--- config.mk ---
export PLATFORM = sky130hd
export DESIGN_NAME = servo_command_packet_parser
export DESIGN_NICKNAME = d
export VERILOG_FILES = /design/src/sv/scpp_pkg.sv /design/src/sv/servo_command_packet_parser.sv /design/src/sv/scpp_parse.sv /design/src/sv/scpp_out_buf.sv
export SDC_FILE = /design/constraint.sdc
export NUM_CORES = 1
export LEC_CHECK = 0
export CORE_MARGIN = 2
export CORE_UTILIZATION = 24
export CTS_CLUSTER_SIZE = 30
export DETAILED_ROUTE_END_ITERATION = 12
export DONT_BUFFER_PORTS = 1
export PLACE_DENSITY = 0.34
export SYNTH_ARGS = -nofsm -noshare
export SYNTH_HDL_FRONTEND = slang
export SYNTH_HIERARCHICAL = 1
export SYNTH_SLANG_ARGS = --single-unit
--- constraint.sdc ---
create_clock -name clk -period 10 [get_ports clk]
set_clock_uncertainty 0.15 [all_clocks]
set_input_delay 0.5 -clock clk [delete_from_list [all_inputs] [get_ports clk]]
set_output_delay 0.5 -clock clk [all_outputs]
set_load 0.02 [all_outputs]
--- src/sv/scpp_pkg.sv ---
// ----------------------------------------------------------------------------
// scpp_pkg: shared types, codes and step functions
// Parse state, result record, command trie and the per-byte step function.
// ----------------------------------------------------------------------------
package scpp_pkg;

    // parse phases
    localparam logic [2:0] PH_ID_FIRST  = 3'd0;
    localparam logic [2:0] PH_ID        = 3'd1;
    localparam logic [2:0] PH_TRIE      = 3'd2;
    localparam logic [2:0] PH_AFTER     = 3'd3;
    localparam logic [2:0] PH_VALUE     = 3'd4;
    localparam logic [2:0] PH_END_NOVAL = 3'd5;
    localparam logic [2:0] PH_END_VAL   = 3'd6;

    localparam logic [7:0]  CHAR_ZERO  = 8'h30;
    localparam logic [7:0]  CHAR_MINUS = 8'h2D;
    localparam logic [6:0]  NODE_COUNT = 7'd37;
    localparam logic [8:0]  ID_LIMIT   = 9'd256;
    localparam logic [31:0] MAG_LIMIT  = 32'h8000_0000;
    localparam logic [31:0] POS_MAX    = 32'h7FFF_FFFF;

    typedef struct packed {
        logic [2:0]  phase;
        logic [6:0]  node;
        logic [8:0]  id_acc;
        logic [31:0] val_acc;
        logic        val_neg;
        logic [5:0]  cmd;
        logic        bad;
    } parse_state_t;

    localparam parse_state_t STATE_RESET = '{
        phase:   PH_ID_FIRST,
        node:    7'd0,
        id_acc:  9'd0,
        val_acc: 32'd0,
        val_neg: 1'b0,
        cmd:     6'd0,
        bad:     1'b0
    };

    typedef struct packed {
        logic               ok;
        logic [7:0]         device_id;
        logic [5:0]         command_code;
        logic               value_present;
        logic signed [31:0] argument;
    } scpp_result_t;

    typedef struct packed {
        logic       hit;
        logic       leaf;
        logic [6:0] dest;
    } trie_arc_t;

    typedef struct packed {
        logic       hit;
        logic [5:0] cmd;
    } node_acc_t;

    function automatic logic is_digit(input logic [7:0] c);
        return (c >= CHAR_ZERO) && (c <= 8'h39);
    endfunction

    function automatic trie_arc_t arc_to(input logic [6:0] n);
        trie_arc_t a;
        a.hit  = 1'b1;
        a.leaf = 1'b0;
        a.dest = n;
        return a;
    endfunction

    function automatic trie_arc_t arc_cmd(input logic [5:0] k);
        trie_arc_t a;
        a.hit  = 1'b1;
        a.leaf = 1'b1;
        a.dest = {1'b0, k};
        return a;
    endfunction

    // branch out of a trie node on an uppercase letter
    function automatic trie_arc_t trie_arc(input logic [6:0] node, input logic [7:0] u);
        trie_arc_t a;
        a = '0;
        case ({node, u})
            {7'd0, "L"}:  a = arc_to(7'd1);
            {7'd0, "H"}:  a = arc_cmd(6'd2);
            {7'd0, "O"}:  a = arc_cmd(6'd3);
            {7'd0, "P"}:  a = arc_cmd(6'd4);
            {7'd0, "D"}:  a = arc_to(7'd3);
            {7'd0, "A"}:  a = arc_to(7'd9);
            {7'd0, "M"}:  a = arc_to(7'd10);
            {7'd0, "W"}:  a = arc_to(7'd11);
            {7'd0, "B"}:  a = arc_cmd(6'd12);
            {7'd0, "G"}:  a = arc_cmd(6'd13);
            {7'd0, "S"}:  a = arc_to(7'd12);
            {7'd0, "Q"}:  a = arc_to(7'd13);
            {7'd0, "R"}:  a = arc_to(7'd22);
            {7'd0, "C"}:  a = arc_to(7'd26);
            {7'd1, "E"}:  a = arc_to(7'd2);
            {7'd2, "D"}:  a = arc_cmd(6'd1);
            {7'd3, "E"}:  a = arc_to(7'd4);
            {7'd4, "F"}:  a = arc_to(7'd5);
            {7'd5, "A"}:  a = arc_to(7'd6);
            {7'd6, "U"}:  a = arc_to(7'd7);
            {7'd7, "L"}:  a = arc_to(7'd8);
            {7'd8, "T"}:  a = arc_cmd(6'd6);
            {7'd9, "R"}:  a = arc_cmd(6'd7);
            {7'd9, "S"}:  a = arc_cmd(6'd8);
            {7'd10, "D"}: a = arc_cmd(6'd9);
            {7'd11, "D"}: a = arc_cmd(6'd10);
            {7'd11, "R"}: a = arc_cmd(6'd11);
            {7'd12, "D"}: a = arc_cmd(6'd14);
            {7'd12, "R"}: a = arc_cmd(6'd15);
            {7'd13, "O"}: a = arc_cmd(6'd17);
            {7'd13, "A"}: a = arc_to(7'd14);
            {7'd13, "M"}: a = arc_to(7'd15);
            {7'd13, "P"}: a = arc_cmd(6'd22);
            {7'd13, "D"}: a = arc_to(7'd16);
            {7'd13, "W"}: a = arc_to(7'd17);
            {7'd13, "S"}: a = arc_to(7'd18);
            {7'd13, "L"}: a = arc_to(7'd19);
            {7'd13, "I"}: a = arc_to(7'd21);
            {7'd13, "B"}: a = arc_cmd(6'd31);
            {7'd13, "G"}: a = arc_cmd(6'd32);
            {7'd13, "V"}: a = arc_cmd(6'd33);
            {7'd13, "T"}: a = arc_cmd(6'd34);
            {7'd13, "C"}: a = arc_cmd(6'd35);
            {7'd14, "R"}: a = arc_cmd(6'd19);
            {7'd14, "S"}: a = arc_cmd(6'd20);
            {7'd15, "S"}: a = arc_cmd(6'd21);
            {7'd16, "T"}: a = arc_cmd(6'd24);
            {7'd17, "D"}: a = arc_cmd(6'd25);
            {7'd17, "R"}: a = arc_cmd(6'd26);
            {7'd18, "D"}: a = arc_cmd(6'd27);
            {7'd18, "R"}: a = arc_cmd(6'd28);
            {7'd19, "E"}: a = arc_to(7'd20);
            {7'd20, "D"}: a = arc_cmd(6'd29);
            {7'd21, "D"}: a = arc_cmd(6'd30);
            {7'd22, "S"}: a = arc_cmd(6'd36);
            {7'd22, "E"}: a = arc_to(7'd23);
            {7'd23, "S"}: a = arc_to(7'd24);
            {7'd24, "E"}: a = arc_to(7'd25);
            {7'd25, "T"}: a = arc_cmd(6'd36);
            {7'd26, "O"}: a = arc_to(7'd27);
            {7'd26, "A"}: a = arc_to(7'd32);
            {7'd26, "S"}: a = arc_to(7'd33);
            {7'd26, "L"}: a = arc_to(7'd34);
            {7'd26, "I"}: a = arc_to(7'd36);
            {7'd26, "B"}: a = arc_cmd(6'd45);
            {7'd26, "G"}: a = arc_cmd(6'd46);
            {7'd27, "N"}: a = arc_to(7'd28);
            {7'd28, "F"}: a = arc_to(7'd29);
            {7'd29, "I"}: a = arc_to(7'd30);
            {7'd30, "R"}: a = arc_to(7'd31);
            {7'd31, "M"}: a = arc_cmd(6'd38);
            {7'd32, "R"}: a = arc_cmd(6'd39);
            {7'd32, "S"}: a = arc_cmd(6'd40);
            {7'd33, "D"}: a = arc_cmd(6'd41);
            {7'd33, "R"}: a = arc_cmd(6'd42);
            {7'd34, "E"}: a = arc_to(7'd35);
            {7'd35, "D"}: a = arc_cmd(6'd43);
            {7'd36, "D"}: a = arc_cmd(6'd44);
            default:      a = '0;
        endcase
        return a;
    endfunction

    // command named by an interior node when the word stops there
    function automatic node_acc_t node_accept(input logic [6:0] node);
        node_acc_t r;
        r = '0;
        case (node)
            7'd1:    r = '{hit: 1'b1, cmd: 6'd0};
            7'd3:    r = '{hit: 1'b1, cmd: 6'd5};
            7'd13:   r = '{hit: 1'b1, cmd: 6'd16};
            7'd14:   r = '{hit: 1'b1, cmd: 6'd18};
            7'd16:   r = '{hit: 1'b1, cmd: 6'd23};
            7'd27:   r = '{hit: 1'b1, cmd: 6'd37};
            default: r = '0;
        endcase
        return r;
    endfunction

    function automatic parse_state_t after_cmd(input parse_state_t s, input logic [7:0] c);
        parse_state_t n;
        n = s;
        if (is_digit(c))
        begin
            n.val_acc = {28'd0, 4'(c - CHAR_ZERO)};
            n.phase   = PH_VALUE;
        end
        else if (c == CHAR_MINUS)
        begin
            n.val_neg = 1'b1;
            n.phase   = PH_VALUE;
        end
        else
        begin
            n.phase = PH_END_NOVAL;
        end
        return n;
    endfunction

    function automatic parse_state_t trie_feed(input parse_state_t s, input logic [7:0] c);
        parse_state_t n;
        logic [7:0]   u;
        trie_arc_t    a;
        node_acc_t    acc;
        n = s;
        u = c;
        if (c inside {[8'h61:8'h7A]})
            u = c - 8'd32;
        if (u inside {[8'h41:8'h5A]})
        begin
            a = trie_arc(s.node, u);
            if (!a.hit)
                n.bad = 1'b1;
            else if (a.leaf)
            begin
                n.cmd   = a.dest[5:0];
                n.phase = PH_AFTER;
            end
            else
            begin
                n.node = a.dest;
            end
        end
        else
        begin
            acc = node_accept(s.node);
            if (!acc.hit)
                n.bad = 1'b1;
            else
            begin
                n.cmd   = acc.cmd;
                n.phase = PH_AFTER;
                n       = after_cmd(n, c);
            end
        end
        return n;
    endfunction

    // one byte through the parser
    function automatic parse_state_t feed(input parse_state_t s, input logic [7:0] c);
        parse_state_t n;
        logic [3:0]   d;
        logic [12:0]  id_t;
        logic [35:0]  val_t;
        n     = s;
        d     = 4'(c - CHAR_ZERO);
        id_t  = {s.id_acc, 3'b000} + {3'b000, s.id_acc, 1'b0} + {9'd0, d};
        val_t = {1'b0, s.val_acc, 3'b000} + {3'b000, s.val_acc, 1'b0} + {32'd0, d};
        if (!s.bad)
        begin
            case (s.phase)
                PH_ID_FIRST:
                begin
                    if (is_digit(c))
                    begin
                        n.id_acc = {5'd0, d};
                        n.phase  = PH_ID;
                    end
                    else
                        n.bad = 1'b1;
                end
                PH_ID:
                begin
                    if (is_digit(c))
                        n.id_acc = (id_t > {4'd0, ID_LIMIT}) ? ID_LIMIT : id_t[8:0];
                    else
                    begin
                        n.phase = PH_TRIE;
                        n.node  = 7'd0;
                        n       = trie_feed(n, c);
                    end
                end
                PH_TRIE:  n = trie_feed(s, c);
                PH_AFTER: n = after_cmd(s, c);
                PH_VALUE:
                begin
                    if (is_digit(c))
                        n.val_acc = (val_t > {4'd0, MAG_LIMIT}) ? MAG_LIMIT : val_t[31:0];
                    else
                        n.phase = PH_END_VAL;
                end
                default: n = s;
            endcase
        end
        return n;
    endfunction

    function automatic scpp_result_t make_result(input parse_state_t s);
        scpp_result_t r;
        logic         present;
        r       = '0;
        present = (s.phase == PH_VALUE) || (s.phase == PH_END_VAL);
        r.ok    = !s.bad && !s.id_acc[8];
        if (r.ok)
        begin
            r.device_id     = s.id_acc[7:0];
            r.command_code  = s.cmd;
            r.value_present = present;
            if (present)
            begin
                if (s.val_neg)
                    r.argument = 32'd0 - s.val_acc;
                else
                    r.argument = s.val_acc[31] ? POS_MAX : s.val_acc;
            end
        end
        return r;
    endfunction

endpackage

--- src/sv/servo_command_packet_parser.sv ---
// ----------------------------------------------------------------------------
// servo_command_packet_parser: ASCII servo command packet parser
// Parses id, letter command and optional signed value, one byte per beat.
// ----------------------------------------------------------------------------
// Takes one byte beat per clock cycle, with no bubbles between packets, unless
// a last byte stalls (see below); one step of the parse state per byte (one
// trie branch or one multiply-by-ten accumulate, plus the implied terminator on
// the last byte) sets that rate. A packet is a decimal device id, a
// case-insensitive command word from a fixed set of 48 (47 codes), and an
// optional signed decimal value; trailing bytes are ignored. Mark the last
// byte with packet_end: one result beat follows for that packet, taken into
// the result register from the input register once the result register has
// room, and none for other bytes. ok low means the packet was invalid (bad
// start, unknown command, id above 255) and then all other result fields read
// zero. The value saturates to the signed 32-bit range. Both channels are
// valid/ready; the input keeps taking bytes while a finished result waits
// downstream, and stalls only when a last byte finds the result register
// still full.
module servo_command_packet_parser (
    input  logic               clk,
    input  logic               rst_n,
    // byte channel
    input  logic               in_valid,
    output logic               in_ready,
    input  logic [7:0]         char_in,
    input  logic               packet_end,
    // result channel
    output logic               out_valid,
    input  logic               out_ready,
    output logic               ok,
    output logic [7:0]         device_id,
    output logic [5:0]         command_code,
    output logic               value_present,
    output logic signed [31:0] argument
);
    import scpp_pkg::*;

    // finished result from the parse stage into the result register
    scpp_result_t res;
    logic         res_valid;
    logic         res_ready;

    // input register plus parse state, one byte stepped per cycle unless an end beat stalls
    scpp_parse u_parse (
        .clk        (clk),
        .rst_n      (rst_n),
        .char_in    (char_in),
        .packet_end (packet_end),
        .in_valid   (in_valid),
        .in_ready   (in_ready),
        .res_valid  (res_valid),
        .res_ready  (res_ready),
        .res        (res)
    );

    // result register, splits the byte side from the result side
    scpp_out_buf u_out_buf (
        .clk           (clk),
        .rst_n         (rst_n),
        .res_valid     (res_valid),
        .res_ready     (res_ready),
        .res           (res),
        .out_valid     (out_valid),
        .out_ready     (out_ready),
        .ok            (ok),
        .device_id     (device_id),
        .command_code  (command_code),
        .value_present (value_present),
        .argument      (argument)
    );

endmodule

--- src/sv/scpp_parse.sv ---
// ----------------------------------------------------------------------------
// scpp_parse: input register and parse state
// Registers each byte beat, then steps the parse state by one byte per cycle unless an end beat stalls.
// ----------------------------------------------------------------------------
module scpp_parse (
    input  logic                  clk,
    input  logic                  rst_n,
    input  logic [7:0]            char_in,
    input  logic                  packet_end,
    input  logic                  in_valid,
    output logic                  in_ready,
    output logic                  res_valid,
    input  logic                  res_ready,
    output scpp_pkg::scpp_result_t res
);
    import scpp_pkg::*;

    logic         in_valid_reg, in_valid_next;
    logic [7:0]   char_reg;
    logic         end_reg;
    parse_state_t state_reg, state_next;
    parse_state_t step_byte, step_term;
    logic         proc;

    // an end beat waits for room in the result register
    assign proc     = in_valid_reg && (!end_reg || res_ready);
    assign in_ready = !in_valid_reg || proc;

    always_comb
    begin
        step_byte = feed(state_reg, char_reg);
        step_term = feed(step_byte, 8'd0);
        res       = make_result(step_term);
        res_valid = in_valid_reg && end_reg;

        state_next = state_reg;
        if (proc)
            state_next = end_reg ? STATE_RESET : step_byte;

        in_valid_next = in_ready ? in_valid : in_valid_reg;
    end

    always_ff @(posedge clk or negedge rst_n)
    begin
        if (!rst_n)
        begin
            in_valid_reg <= 1'b0;
            state_reg    <= STATE_RESET;
        end
        else
        begin
            in_valid_reg <= in_valid_next;
            state_reg    <= state_next;
        end
    end

    always_ff @(posedge clk)
    begin
        if (in_valid && in_ready)
        begin
            char_reg <= char_in;
            end_reg  <= packet_end;
        end
    end

    a_reset_after_end: assert property (@(posedge clk) disable iff (!rst_n)
        proc && end_reg |=> state_reg.phase == PH_ID_FIRST && !state_reg.bad)
        else $error("parse state not cleared after packet end");

    a_node_range: assert property (@(posedge clk) disable iff (!rst_n)
        state_reg.node < NODE_COUNT)
        else $error("trie node out of range");

    a_id_sat: assert property (@(posedge clk) disable iff (!rst_n)
        state_reg.id_acc <= ID_LIMIT)
        else $error("id accumulator above saturation limit");

    a_val_sat: assert property (@(posedge clk) disable iff (!rst_n)
        state_reg.val_acc <= MAG_LIMIT)
        else $error("value magnitude above saturation limit");

    a_hold_on_stall: assert property (@(posedge clk) disable iff (!rst_n)
        in_valid_reg && !proc |=> $stable(state_reg) && in_valid_reg)
        else $error("parse state moved while byte stalled");

endmodule

--- src/sv/scpp_out_buf.sv ---
// ----------------------------------------------------------------------------
// scpp_out_buf: result register
// Holds one packet result until the downstream side takes the beat.
// ----------------------------------------------------------------------------
module scpp_out_buf (
    input  logic                   clk,
    input  logic                   rst_n,
    input  logic                   res_valid,
    output logic                   res_ready,
    input  scpp_pkg::scpp_result_t res,
    output logic                   out_valid,
    input  logic                   out_ready,
    output logic                   ok,
    output logic [7:0]             device_id,
    output logic [5:0]             command_code,
    output logic                   value_present,
    output logic signed [31:0]     argument
);
    import scpp_pkg::*;

    logic         valid_reg, valid_next;
    scpp_result_t res_reg;
    logic         take;

    assign res_ready = !valid_reg || out_ready;
    assign take      = res_valid && res_ready;

    always_comb
    begin
        valid_next = valid_reg;
        if (take)
            valid_next = 1'b1;
        else if (out_ready)
            valid_next = 1'b0;
    end

    always_ff @(posedge clk or negedge rst_n)
    begin
        if (!rst_n)
            valid_reg <= 1'b0;
        else
            valid_reg <= valid_next;
    end

    always_ff @(posedge clk)
    begin
        if (take)
            res_reg <= res;
    end

    assign out_valid     = valid_reg;
    assign ok            = res_reg.ok;
    assign device_id     = res_reg.device_id;
    assign command_code  = res_reg.command_code;
    assign value_present = res_reg.value_present;
    assign argument      = res_reg.argument;

    a_bad_zero: assert property (@(posedge clk) disable iff (!rst_n)
        valid_reg && !res_reg.ok |-> res_reg.device_id == 8'd0
            && res_reg.command_code == 6'd0 && !res_reg.value_present
            && res_reg.argument == 32'sd0)
        else $error("invalid packet result carries nonzero fields");

    a_absent_zero: assert property (@(posedge clk) disable iff (!rst_n)
        valid_reg && !res_reg.value_present |-> res_reg.argument == 32'sd0)
        else $error("argument nonzero without a value");

    a_code_range: assert property (@(posedge clk) disable iff (!rst_n)
        valid_reg |-> res_reg.command_code <= 6'd46)
        else $error("command code out of range");

endmodule

==> results.py, run 1 <==
metrics = {
    "synthesis": {
        "ys_seq_area_share_pct": 25.7,
        "yosysWarnings": 6,
        "synth_nets": 1673,
        "synth_top_flop_cell": "dfrtp_1",
        "synth_edf_count": 57,
        "netlist_area_sq_mm": 0.0126,
        "ys_async_sr_fraction_pct": 51.7,
        "synth.avg_cell_area_sq_um": 8.02,
        "synth_cell_types": 105,
        "syn_inst": 1572,
        "ys_ff_latch": 118,
    },
    "worst_setup_path": {
        "crit_chain": "buf_4 > fa_1 > inv_1 > fa_1 > nand2b_1 > a21o_1 > a211oi_1 > o31ai_1 > a222oi_1 > o2111ai_1 > a2111oi_0 > a41o_1 > nand2_2 > o21bai_1 > a22oi_1 > ha_1 > nor3b_1 > and2_1 > nand2_1 > nor2_1 > xnor2_1 > a221oi_1",
        "crit_slowest_cell": "a222oi_1",
        "path_class": "reg2reg",
        "crit_path_frequent_cell": "fa_1",
        "cp_top_family": "compound AO/OA/AOI/OAI gates",
        "cpPeakStageDelay_ns": 0.74,
        "cp_num_buf_inv": 2,
        "cp-start-kind": "flip-flop",
        "arrival_ns": 7.28,
        "required_ns": 10.13,
        "path_max_fanout": 34,
        "end_kind": "flip-flop",
    },
    "route": {
        "routed_via_density": 5.79,
        "drt_first_pass_iters": 6,
        "drc": 0,
        "num_vias": 12900,
        "ant_nets": 0,
        "drt-total-wl_mm": 56.5,
        "drt_iter0_drc": 1071,
        "wl_per_cell_um": 25.3,
    },
    "pwr": {
        "p_seq_share_pct": 37.3,
        "p_sw_share_pct": 35.4,
        "pwr_density_cell_mw_per_mm2": 110,
        "p_leak_nw": 5.54,
        "vdd_drop_max_mv": 0.136,
        "comb_power_share_pct": 20.9,
        "p_sw_w": 0.000544,
        "internal_power_w": 0.000991,
        "clkPwrFrac_pct": 41.8,
        "finalPower_w": 0.00154,
    },
    "timing": {
        "fmax_mhz": 140,
        "hold_viol_final": 0,
        "worstMarginPinSlew_ns": 1.24,
        "fin_crit_sh_pct": 71.5,
        "grt_setup_unrepaired": "no",
        "finalSetupTns_ns": 0,
        "worst_slack_ns": 2.85,
        "slew_violations": 0,
        "slew_headroom_pct": 16.2,
        "whs_ns": 0.110,
        "fin_crit_ns": 7.15,
        "finalSetupViolations": 0,
    },
    "clock_tree": {
        "clk_latency_ns": 0.49,
        "cts_tree": "built",
        "cts_buffers": 17,
        "cts_max_level": 4,
        "clock_sinks": 118,
        "cts_hold_buf": 12,
        "clk_path_buf_depth": 2,
        "post-cts-setup-buffers": 0,
        "cts_root_buffer": "clkbuf_16",
        "cts_resized": 0,
        "cts.clk_slew.worst_paths_ns": 0.07,
    },
    "hold_path": {
        "min_path_type": "in2reg",
    },
    "global_route": {
        "grt_pass1_wl_mm": 85.8,
        "antenna_found_initial": 1,
        "grt_max_degree": 62,
        "grt_pass1_vias": 12900,
        "overflow": 0,
        "track_usage_pct": 21.1,
    },
    "placed_design": {
        "post_dp_cell_area_sq_mm": 0.0133,
        "place_worst_setup_slack_ns": 2.96,
        "dpl.hpwl_mm": 40.6,
        "portBuffers": 0,
        "gp_congestion": 0.911,
    },
    "finish": {
        "fill_cells": 5694,
        "multi_input_area_sq_mm": 0.00884,
        "area_growth_pct": 10.9,
        "regArea_sq_mm": 0.00324,
        "drive_gt1_share_pct": 7.82,
        "largest_reg_flops": 59,
        "n_antenna_cell": 0,
        "fin_area_sq_mm": 0.0140,
        "nNetsFinal": 1635,
    },
    "floorplanning": {
        "io_pins": 63,
        "die_area_sq_mm": 0.0544,
        "rows": 84,
        "core_region_area_sq_mm": 0.0522,
        "initial_utilization_pct": 24.1,
        "die_h_um": 233,
        "die_w_um": 233,
    },
    "run_status": {
        "status": "finished, final reports clean",
    },
    "run": {
        "cap_viol_max_count": 0,
    },
}
## power by group through the flow
stage | sequential [W] | combinational (W) | clock (W)
floorplan | 0.000564 | 0.000220 | 0
global placement | 0.000583 | 0.000313 | 0
detailed placement | 0.000582 | 0.000309 | 0
CTS | 0.000573 | 0.000321 | 0.000669
global route | 0.000576 | 0.000356 | 0.000682
finish | 0.000573 | 0.000321 | 0.000642
## Yosys cell counts (all sizes together) (7+ instances only)
| cell type | instances | area [sq um] |
|---|---|---|
| nand2 | 175 | 662 |
| o21ai | 136 | 681 |
| nor2 | 119 | 479 |
| a21oi | 102 | 522 |
| ha | 84 | 1050 |
| nor3 | 63 | 315 |
| dfrtp | 61 | 1530 |
| clkbuf | 58 | 218 |
| edfxtp | 57 | 1710 |
| nand3 | 46 | 235 |
| buf | 39 | 216 |
| a21o | 33 | 249 |
| inv | 30 | 113 |
| a22o | 28 | 245 |
| and2 | 28 | 178 |
| a221oi | 25 | 249 |
| nand2b | 24 | 158 |
| nand4 | 24 | 150 |
| a211oi | 22 | 180 |
| a22oi | 21 | 158 |
| nor2b | 21 | 131 |
| and3 | 20 | 125 |
| o211ai | 20 | 164 |
| nor4 | 19 | 131 |
| or3 | 19 | 119 |
| xnor2 | 19 | 166 |
| xor2 | 19 | 166 |
| a31oi | 18 | 128 |
| o21a | 14 | 105 |
| o22ai | 12 | 75.1 |
| o31ai | 12 | 90.1 |
| nor3b | 11 | 87.6 |
| o211a | 11 | 110 |
| a2111oi | 9 | 105 |
| a21boi | 9 | 67.6 |
| or4 | 9 | 67.6 |
| a211o | 8 | 70.1 |
| a32oi | 8 | 70.1 |
| a311oi | 7 | 61.3 |
| o21bai | 7 | 52.6 |
| o311a | 7 | 70.1 |
| o41ai | 7 | 61.3 |
| or2 | 7 | 43.8 |
## cell families after synthesis
| kind of cell | after synthesis | synth area share (%) |
|---|---|---|
| xor+xnor | 38 | 2.64 |
| compound gates | 571 | 32.1 |
| mux | 7 | 0.566 |
| simple gates | 620 | 25.6 |
| buf+inv | 130 | 4.43 |
| flops | 118 | 25.7 |
| fa+ha+maj | 88 | 8.97 |
## layout make-up
| cell class | count | area share [%] |
|---|---|---|
| Inverter | 33 | 0.886 |
| Clock inverter | 15 | 1.09 |
| Tap cell | 688 | 6.15 |
| Sequential cell | 118 | 23.2 |
| Timing Repair Buffer | 40 | 2.49 |
| Multi-Input combinational cell | 1324 | 63.2 |
| Clock buffer | 17 | 3.04 |
## routing by layer
metal,vias to the layer above,part of all wire (%),GRT usage (%)
met5,-,0.034,0
met4,2,3.4,8.76
met3,101,5.5,3.74
met2,482,47,34.4
met1,6343,44,27.5
li1,6018,-,-
## through the flow
stage	util, %	std cells
final	26.8	2235
after global routing	26.8	2235
after CTS	26.8	2235
after detailed placement	25.4	2191
after global placement	25.4	2191
after floorplan	-	1572
## final timing paths
| kind | cells after the start | to | startpoint | slack, ns |
|---|---|---|---|---|
| min | 2 | u_out_buf/out_valid | out_ready | 0.11 |
| min in group asynchronous | 2 | u_parse/state_reg[54] | rst_n | 0.40 |
| max | 22 | u_out_buf/argument[24] | u_parse/char_reg[3] | 2.85 |
| max in group asynchronous | 2 | u_parse/state_reg[21] | rst_n | 8.92 |
| min reg2reg | 1 | u_parse/state_reg[6] | u_parse/state_reg[6] | 0.36 |
| max reg2reg | 22 | u_out_buf/argument[24] | u_parse/char_reg[3] | 2.85 |
## placed cells by master, fill, tap and decap left out, types with 22 or more instances in the layout
cell	instances
a21o_1	32
a21oi_1	98
a221oi_1	22
a22o_1	28
and2_1	27
buf_4	28
dfrtp_1	61
edfxtp_1	57
ha_1	84
inv_1	28
nand2_1	173
nand2b_1	23
nand3_1	45
nand4_1	24
nor2_1	108
nor3_1	62
o21ai_0	131
No activity file was read; power rests on OpenSTA's default activity.
==> run 2: changes to the inputs <==
--- a/config.mk
+++ b/config.mk
@@ -10,7 +10,7 @@
 export CTS_CLUSTER_SIZE = 30
 export DETAILED_ROUTE_END_ITERATION = 12
 export DONT_BUFFER_PORTS = 1
-export PLACE_DENSITY = 0.34
+export PLACE_DENSITY = 0.35
 export SYNTH_ARGS = -nofsm -noshare
 export SYNTH_HDL_FRONTEND = slang
 export SYNTH_HIERARCHICAL = 1
==> constraint.sdc (replaced) <==
create_clock -name clk -period 5.86 [get_ports clk]
set_clock_uncertainty 0.15 [all_clocks]
set_input_delay 0.293 -clock clk [delete_from_list [all_inputs] [get_ports clk]]
set_output_delay 0.293 -clock clk [all_outputs]
set_load 0.02 [all_outputs]
==> results.py, run 2 (synthesis gave the netlist of run 1 again) <==
metrics = {
    "timing": {
        "worstMarginPinSlew_ns": 1.21,
        "fmax_mhz": 180,
        "finalSetupTns_ns": 0,
        "finalSetupViolations": 0,
        "fin_crit_ns": 5.56,
        "slew_headroom_pct": 18.4,
        "hold_viol_final": 0,
        "whs_ns": 0.170,
        "slew_violations": 0,
        "fin_crit_sh_pct": 95.0,
    },
    "worst_setup_path": {
        "cp_num_buf_inv": 2,
        "path_max_fanout": 13,
        "crit_chain": "ha_1 > ha_1 > and2_1 > a221o_1 > o211a_1 > o211a_1 > o41ai_1 > xnor2_1 > nor3b_4 > a41o_4 > buf_4 > and3_1 > buf_4 > a22oi_1 > nand2_1 > xor2_1 > a221oi_2",
        "path_class": "reg2reg",
        "arrival_ns": 5.71,
        "cpPeakStageDelay_ns": 0.64,
        "crit_start": "u_parse/state_reg[11]",
        "cp-start-kind": "flip-flop",
        "r2r_start": "u_parse/state_reg[11]",
        "crit_slowest_cell": "a22oi_1",
        "cp_top_family": "compound AO/OA/AOI/OAI gates",
        "end_kind": "flip-flop",
        "required_ns": 6.01,
    },
    "finish": {
        "final_cell_mix": "173 x buf_4, 172 x nand2_1, 131 x o21ai_0",
        "fin_area_sq_mm": 0.0153,
        "nNetsFinal": 1783,
        "drive_gt1_share_pct": 17.5,
        "largest_reg_flops": 59,
        "layout_commonest_cell": "buf_4",
        "n_antenna_cell": 0,
        "finalNonFillerCells": 2383,
        "area_growth_pct": 21.2,
    },
    "placed_design": {
        "gp_congestion": 0.903,
        "dpl.hpwl_mm": 45.1,
        "post_dp_cell_area_sq_mm": 0.0144,
        "place_inst": 2335,
        "portBuffers": 0,
    },
    "pwr": {
        "comb_power_share_pct": 23.5,
        "p_leak_nw": 6.31,
        "clkPwrFrac_pct": 39.7,
        "p_seq_share_pct": 36.8,
        "vdd_drop_max_mv": 0.218,
        "pwr_density_cell_mw_per_mm2": 172,
        "internal_power_w": 0.00169,
        "p_sw_w": 0.000940,
        "p_sw_share_pct": 35.7,
    },
    "global_route": {
        "use_met3_pct": 3.63,
        "grt_use_met2_pct": 37.8,
        "track_usage_pct": 22.1,
        "overflow": 0,
        "grt.busiest_layer": "met2",
        "met1_usage_pct": 28.2,
        "antenna_found_initial": 2,
        "grt_pass1_wl_mm": 88.9,
        "grt_pass1_vias": 13300,
        "grt_max_degree": 62,
    },
    "route": {
        "routed_via_density": 5.67,
        "wl_per_cell_um": 25.1,
        "drc": 0,
        "drt-total-wl_mm": 59.8,
        "drt_first_pass_iters": 5,
        "num_vias": 13500,
        "ant_nets": 0,
        "drt_iter0_drc": 1156,
    },
    "floorplanning": {
        "die_area_sq_mm": 0.0544,
        "core_region_area_sq_mm": 0.0522,
        "initial_utilization_pct": 24.1,
        "die_h_um": 233,
        "rows": 84,
        "die_w_um": 233,
        "io_pins": 63,
    },
    "clock_tree": {
        "cts_buffers": 17,
        "cts_tree": "built",
        "cts_root_buffer": "clkbuf_16",
        "cts.clk_slew.worst_paths_ns": 0.07,
        "clk_path_buf_depth": 2,
        "clock_sinks": 118,
        "cts_max_level": 4,
        "clk_latency_ns": 0.49,
    },
    "run": {
        "cap_viol_max_count": 0,
    },
    "hold_path": {
        "min_path_type": "in2reg",
        "min_from": "in_valid",
    },
    "run_status": {
        "status": "finished, final reports clean",
    },
}
run 2: routing by layer:
metal	vias up	part of all wire, %
met2	410	49
met3	91	4.3
met4	4	2.7
met5	-	0.094
met1	6702	44
li1	6301	-
run 2: path summary, 6_finish.rpt:
| check | endpoint | slack [ns] | cells after the start |
|---|---|---|---|
| setup reg to reg | u_out_buf/argument[10] | 0.30 | 17 |
| setup / recovery | u_out_buf/argument[10] | 0.30 | 17 |
| hold reg to reg | u_parse/state_reg[6] | 0.36 | 1 |
| max in group asynchronous | u_parse/state_reg[22] | 4.91 | 2 |
| min in group asynchronous | u_parse/state_reg[55] | 0.24 | 2 |
| hold / removal | u_parse/end_reg | 0.17 | 1 |
run 2: layout make-up:
| type | count | area (sq um) |
|---|---|---|
| Fill cell | 5634 | 36900 |
| Multi-Input combinational cell | 1324 | 9020 |
| Sequential cell | 118 | 3240 |
| Timing Repair Buffer | 188 | 1490 |
| Tap cell | 688 | 861 |
| Clock buffer | 18 | 429 |
| Clock inverter | 14 | 129 |
| Inverter | 33 | 124 |
run 2: what timing repair did:
item                       in CTS  in global routing
setup buffers                   0                  3
hold buffers                   13                  0
pin swaps                       0                 10
resized for setup               8                 29
setup endpoints to repair      14                 35
hold endpoints to repair       72                  0
run 2: power by group through the flow:
stage | clock network (W) | registers [W] | logic, W
finish | 0.00105 | 0.000967 | 0.000618
global route | 0.00111 | 0.000972 | 0.000672
CTS | 0.00109 | 0.000968 | 0.000613
detailed placement | 0 | 0.000983 | 0.000589
global placement | 0 | 0.000985 | 0.000595
floorplan | 0 | 0.000962 | 0.000375
run 2: through the flow:
| step | total power (W) | setup WS (ns) | util (%) |
|---|---|---|---|
| 6_report | 0.00263 | 0.296 | 29.3 |
| 5_1_grt | 0.00276 | -0.0237 | 29.3 |
| 4_1_cts | 0.00267 | 0.0451 | 28.9 |
| 3_5_place_dp | 0.00157 | -0.115 | 27.5 |
| 3_3_place_gp | 0.00158 | -0.0164 | 27.5 |
| 2_1_floorplan | 0.00134 | 0.0957 | - |
==> run 3: changes to the inputs <==
--- a/config.mk
+++ b/config.mk
@@ -5,12 +5,14 @@
 export SDC_FILE = /design/constraint.sdc
 export NUM_CORES = 1
 export LEC_CHECK = 0
+export CELL_PAD_IN_SITES_DETAIL_PLACEMENT = 0
+export CELL_PAD_IN_SITES_GLOBAL_PLACEMENT = 1
 export CORE_MARGIN = 2
 export CORE_UTILIZATION = 24
 export CTS_CLUSTER_SIZE = 30
 export DETAILED_ROUTE_END_ITERATION = 12
 export DONT_BUFFER_PORTS = 1
-export PLACE_DENSITY = 0.35
+export PLACE_DENSITY = 0.44
 export SYNTH_ARGS = -nofsm -noshare
 export SYNTH_HDL_FRONTEND = slang
 export SYNTH_HIERARCHICAL = 1
==> results.py, run 3 (synthesis gave the netlist of run 1 again) <==
metrics = {
    "placed_design": {
        "gp_congestion": 0.912,
        "place_inst": 2343,
        "place_worst_setup_slack_ns": -0.171,
        "portBuffers": 0,
        "dpl.hpwl_mm": 45.5,
    },
    "clock_tree": {
        "clk_path_buf_depth": 2,
        "cts_root_buffer": "clkbuf_16",
        "cts_max_level": 4,
        "clk_latency_ns": 0.48,
        "clock_sinks": 118,
        "cts_tree": "built",
        "cts_buffers": 17,
        "cts.clk_slew.worst_paths_ns": 0.07,
    },
    "route": {
        "drt_first_pass_iters": 6,
        "num_vias": 13500,
        "drc": 0,
        "drt_iter0_drc": 1102,
        "drt-total-wl_mm": 59.2,
        "ant_nets": 0,
        "wl_per_cell_um": 24.8,
        "routed_via_density": 5.63,
    },
    "finish": {
        "area_growth_pct": 20.8,
        "largest_reg_flops": 59,
        "drive_gt1_share_pct": 17.1,
        "layout_commonest_cell": "buf_4",
        "final_cell_mix": "181 x buf_4, 173 x nand2_1, 130 x o21ai_0",
        "n_antenna_cell": 0,
        "nNetsFinal": 1789,
        "finalNonFillerCells": 2388,
    },
    "global_route": {
        "grt_use_met2_pct": 37.2,
        "track_usage_pct": 22.0,
        "met1_usage_pct": 28.8,
        "overflow": 0,
        "grt_max_degree": 62,
        "grt_pass1_vias": 13300,
        "use_met3_pct": 3.19,
        "grt_pass1_wl_mm": 88.7,
        "antenna_found_initial": 0,
        "grt.busiest_layer": "met2",
    },
    "floorplanning": {
        "die_area_sq_mm": 0.0544,
        "die_w_um": 233,
        "rows": 84,
        "core_region_area_sq_mm": 0.0522,
        "initial_utilization_pct": 24.1,
        "io_pins": 63,
        "die_h_um": 233,
    },
    "timing": {
        "hold_viol_final": 0,
        "worstMarginPinSlew_ns": 1.12,
        "fmax_mhz": 181,
        "finalSetupViolations": 0,
        "fin_crit_sh_pct": 94.4,
        "slew_headroom_pct": 24.3,
        "whs_ns": 0.220,
        "worst_slack_ns": 0.330,
        "slew_violations": 0,
        "finalSetupTns_ns": 0,
        "fin_crit_ns": 5.53,
    },
    "pwr": {
        "pwr_density_cell_mw_per_mm2": 170,
        "vdd_drop_max_mv": 0.213,
        "p_leak_nw": 6.33,
    },
    "hold_path": {
        "min_path_type": "in2async",
    },
    "worst_setup_path": {
        "path_max_fanout": 5,
        "cp-start-kind": "flip-flop",
        "end_kind": "flip-flop",
        "path_class": "reg2reg",
        "arrival_ns": 5.66,
        "required_ns": 5.99,
    },
    "run_status": {
        "status": "finished, final reports clean",
    },
    "run": {
        "cap_viol_max_count": 0,
    },
}
[run 3: per-layer routing]
layer	wire length, um	share of wire (%)
met1	26900	45
met2	28600	48
met3	2320	3.9
met4	1420	2.4
met5	0	0
[run 3: stage by stage]
stage	utilization [%]	area (sq um)	total power, W
after floorplan	-	12600	0.00134
after global placement	27.6	14400	0.00156
after detailed placement	27.6	14400	0.00156
after CTS	28.9	15100	0.00263
after global routing	29.2	15200	0.00272
final	29.2	15200	0.00259
[run 3: final timing paths]
| check | start | end | slack (ns) | cells past startpoint |
|---|---|---|---|---|
| min in group clk | char_in[0] | u_parse/char_reg[0] | 0.30 | 1 |
| worst min register to register | u_parse/state_reg[4] | u_parse/state_reg[4] | 0.37 | 2 |
| worst min-delay path | rst_n | u_parse/state_reg[55] | 0.22 | 2 |
| max in group asynchronous | rst_n | u_parse/state_reg[28] | 5.01 | 2 |
| worst max-delay path | u_parse/char_reg[3] | u_out_buf/argument[16] | 0.33 | 23 |
| worst max register to register | u_parse/char_reg[3] | u_out_buf/argument[16] | 0.33 | 23 |
[run 3: timing repair]
item	4_1_cts	5_1_grt
hold buffers	13	0
resized for setup	3	24
endpoints found under the hold margin	72	0
pin swaps	0	2
endpoints found under the setup margin	13	40
buffers inserted	0	1
[run 3: power breakdown]
part           internal (W)  switching, W  total [W]  leakage (nW)
clock              0.000612      0.000417    0.00103         0.269
sequential         0.000906     0.0000736   0.000979          1.39
combinational      0.000190      0.000394   0.000584          4.67
total               0.00171      0.000885    0.00259          6.33
[run 3: area by class of cell]
type / instances / area (sq um)
Fill cell: 5642 / 37000
Inverter: 33 / 124
Multi-Input combinational cell: 1324 / 8960
Timing Repair Buffer: 194 / 1510
Clock inverter: 12 / 113
Tap cell: 688 / 861
Sequential cell: 118 / 3240
Clock buffer: 19 / 433
[run 3: worst max-delay path, cell delays in order, from the launching register on]
cell and delay [ns]:
edfxtp_1 0.42, fa_1 0.52, inv_1 0.10, fa_1 0.20, nand2b_1 0.14, a21o_1 0.22
a21oi_1 0.09, buf_4 0.16, o21a_2 0.24, buf_4 0.15, or4_1 0.50, a32oi_1 0.27
nor3b_2 0.32, a41o_4 0.30, nand3_1 0.10, a21oi_2 0.16, a221oi_2 0.05, ha_1 0.21
nor3b_2 0.17, buf_4 0.15, o2111a_2 0.19, o211ai_1 0.15, xor2_1 0.10, a221oi_1 0.27
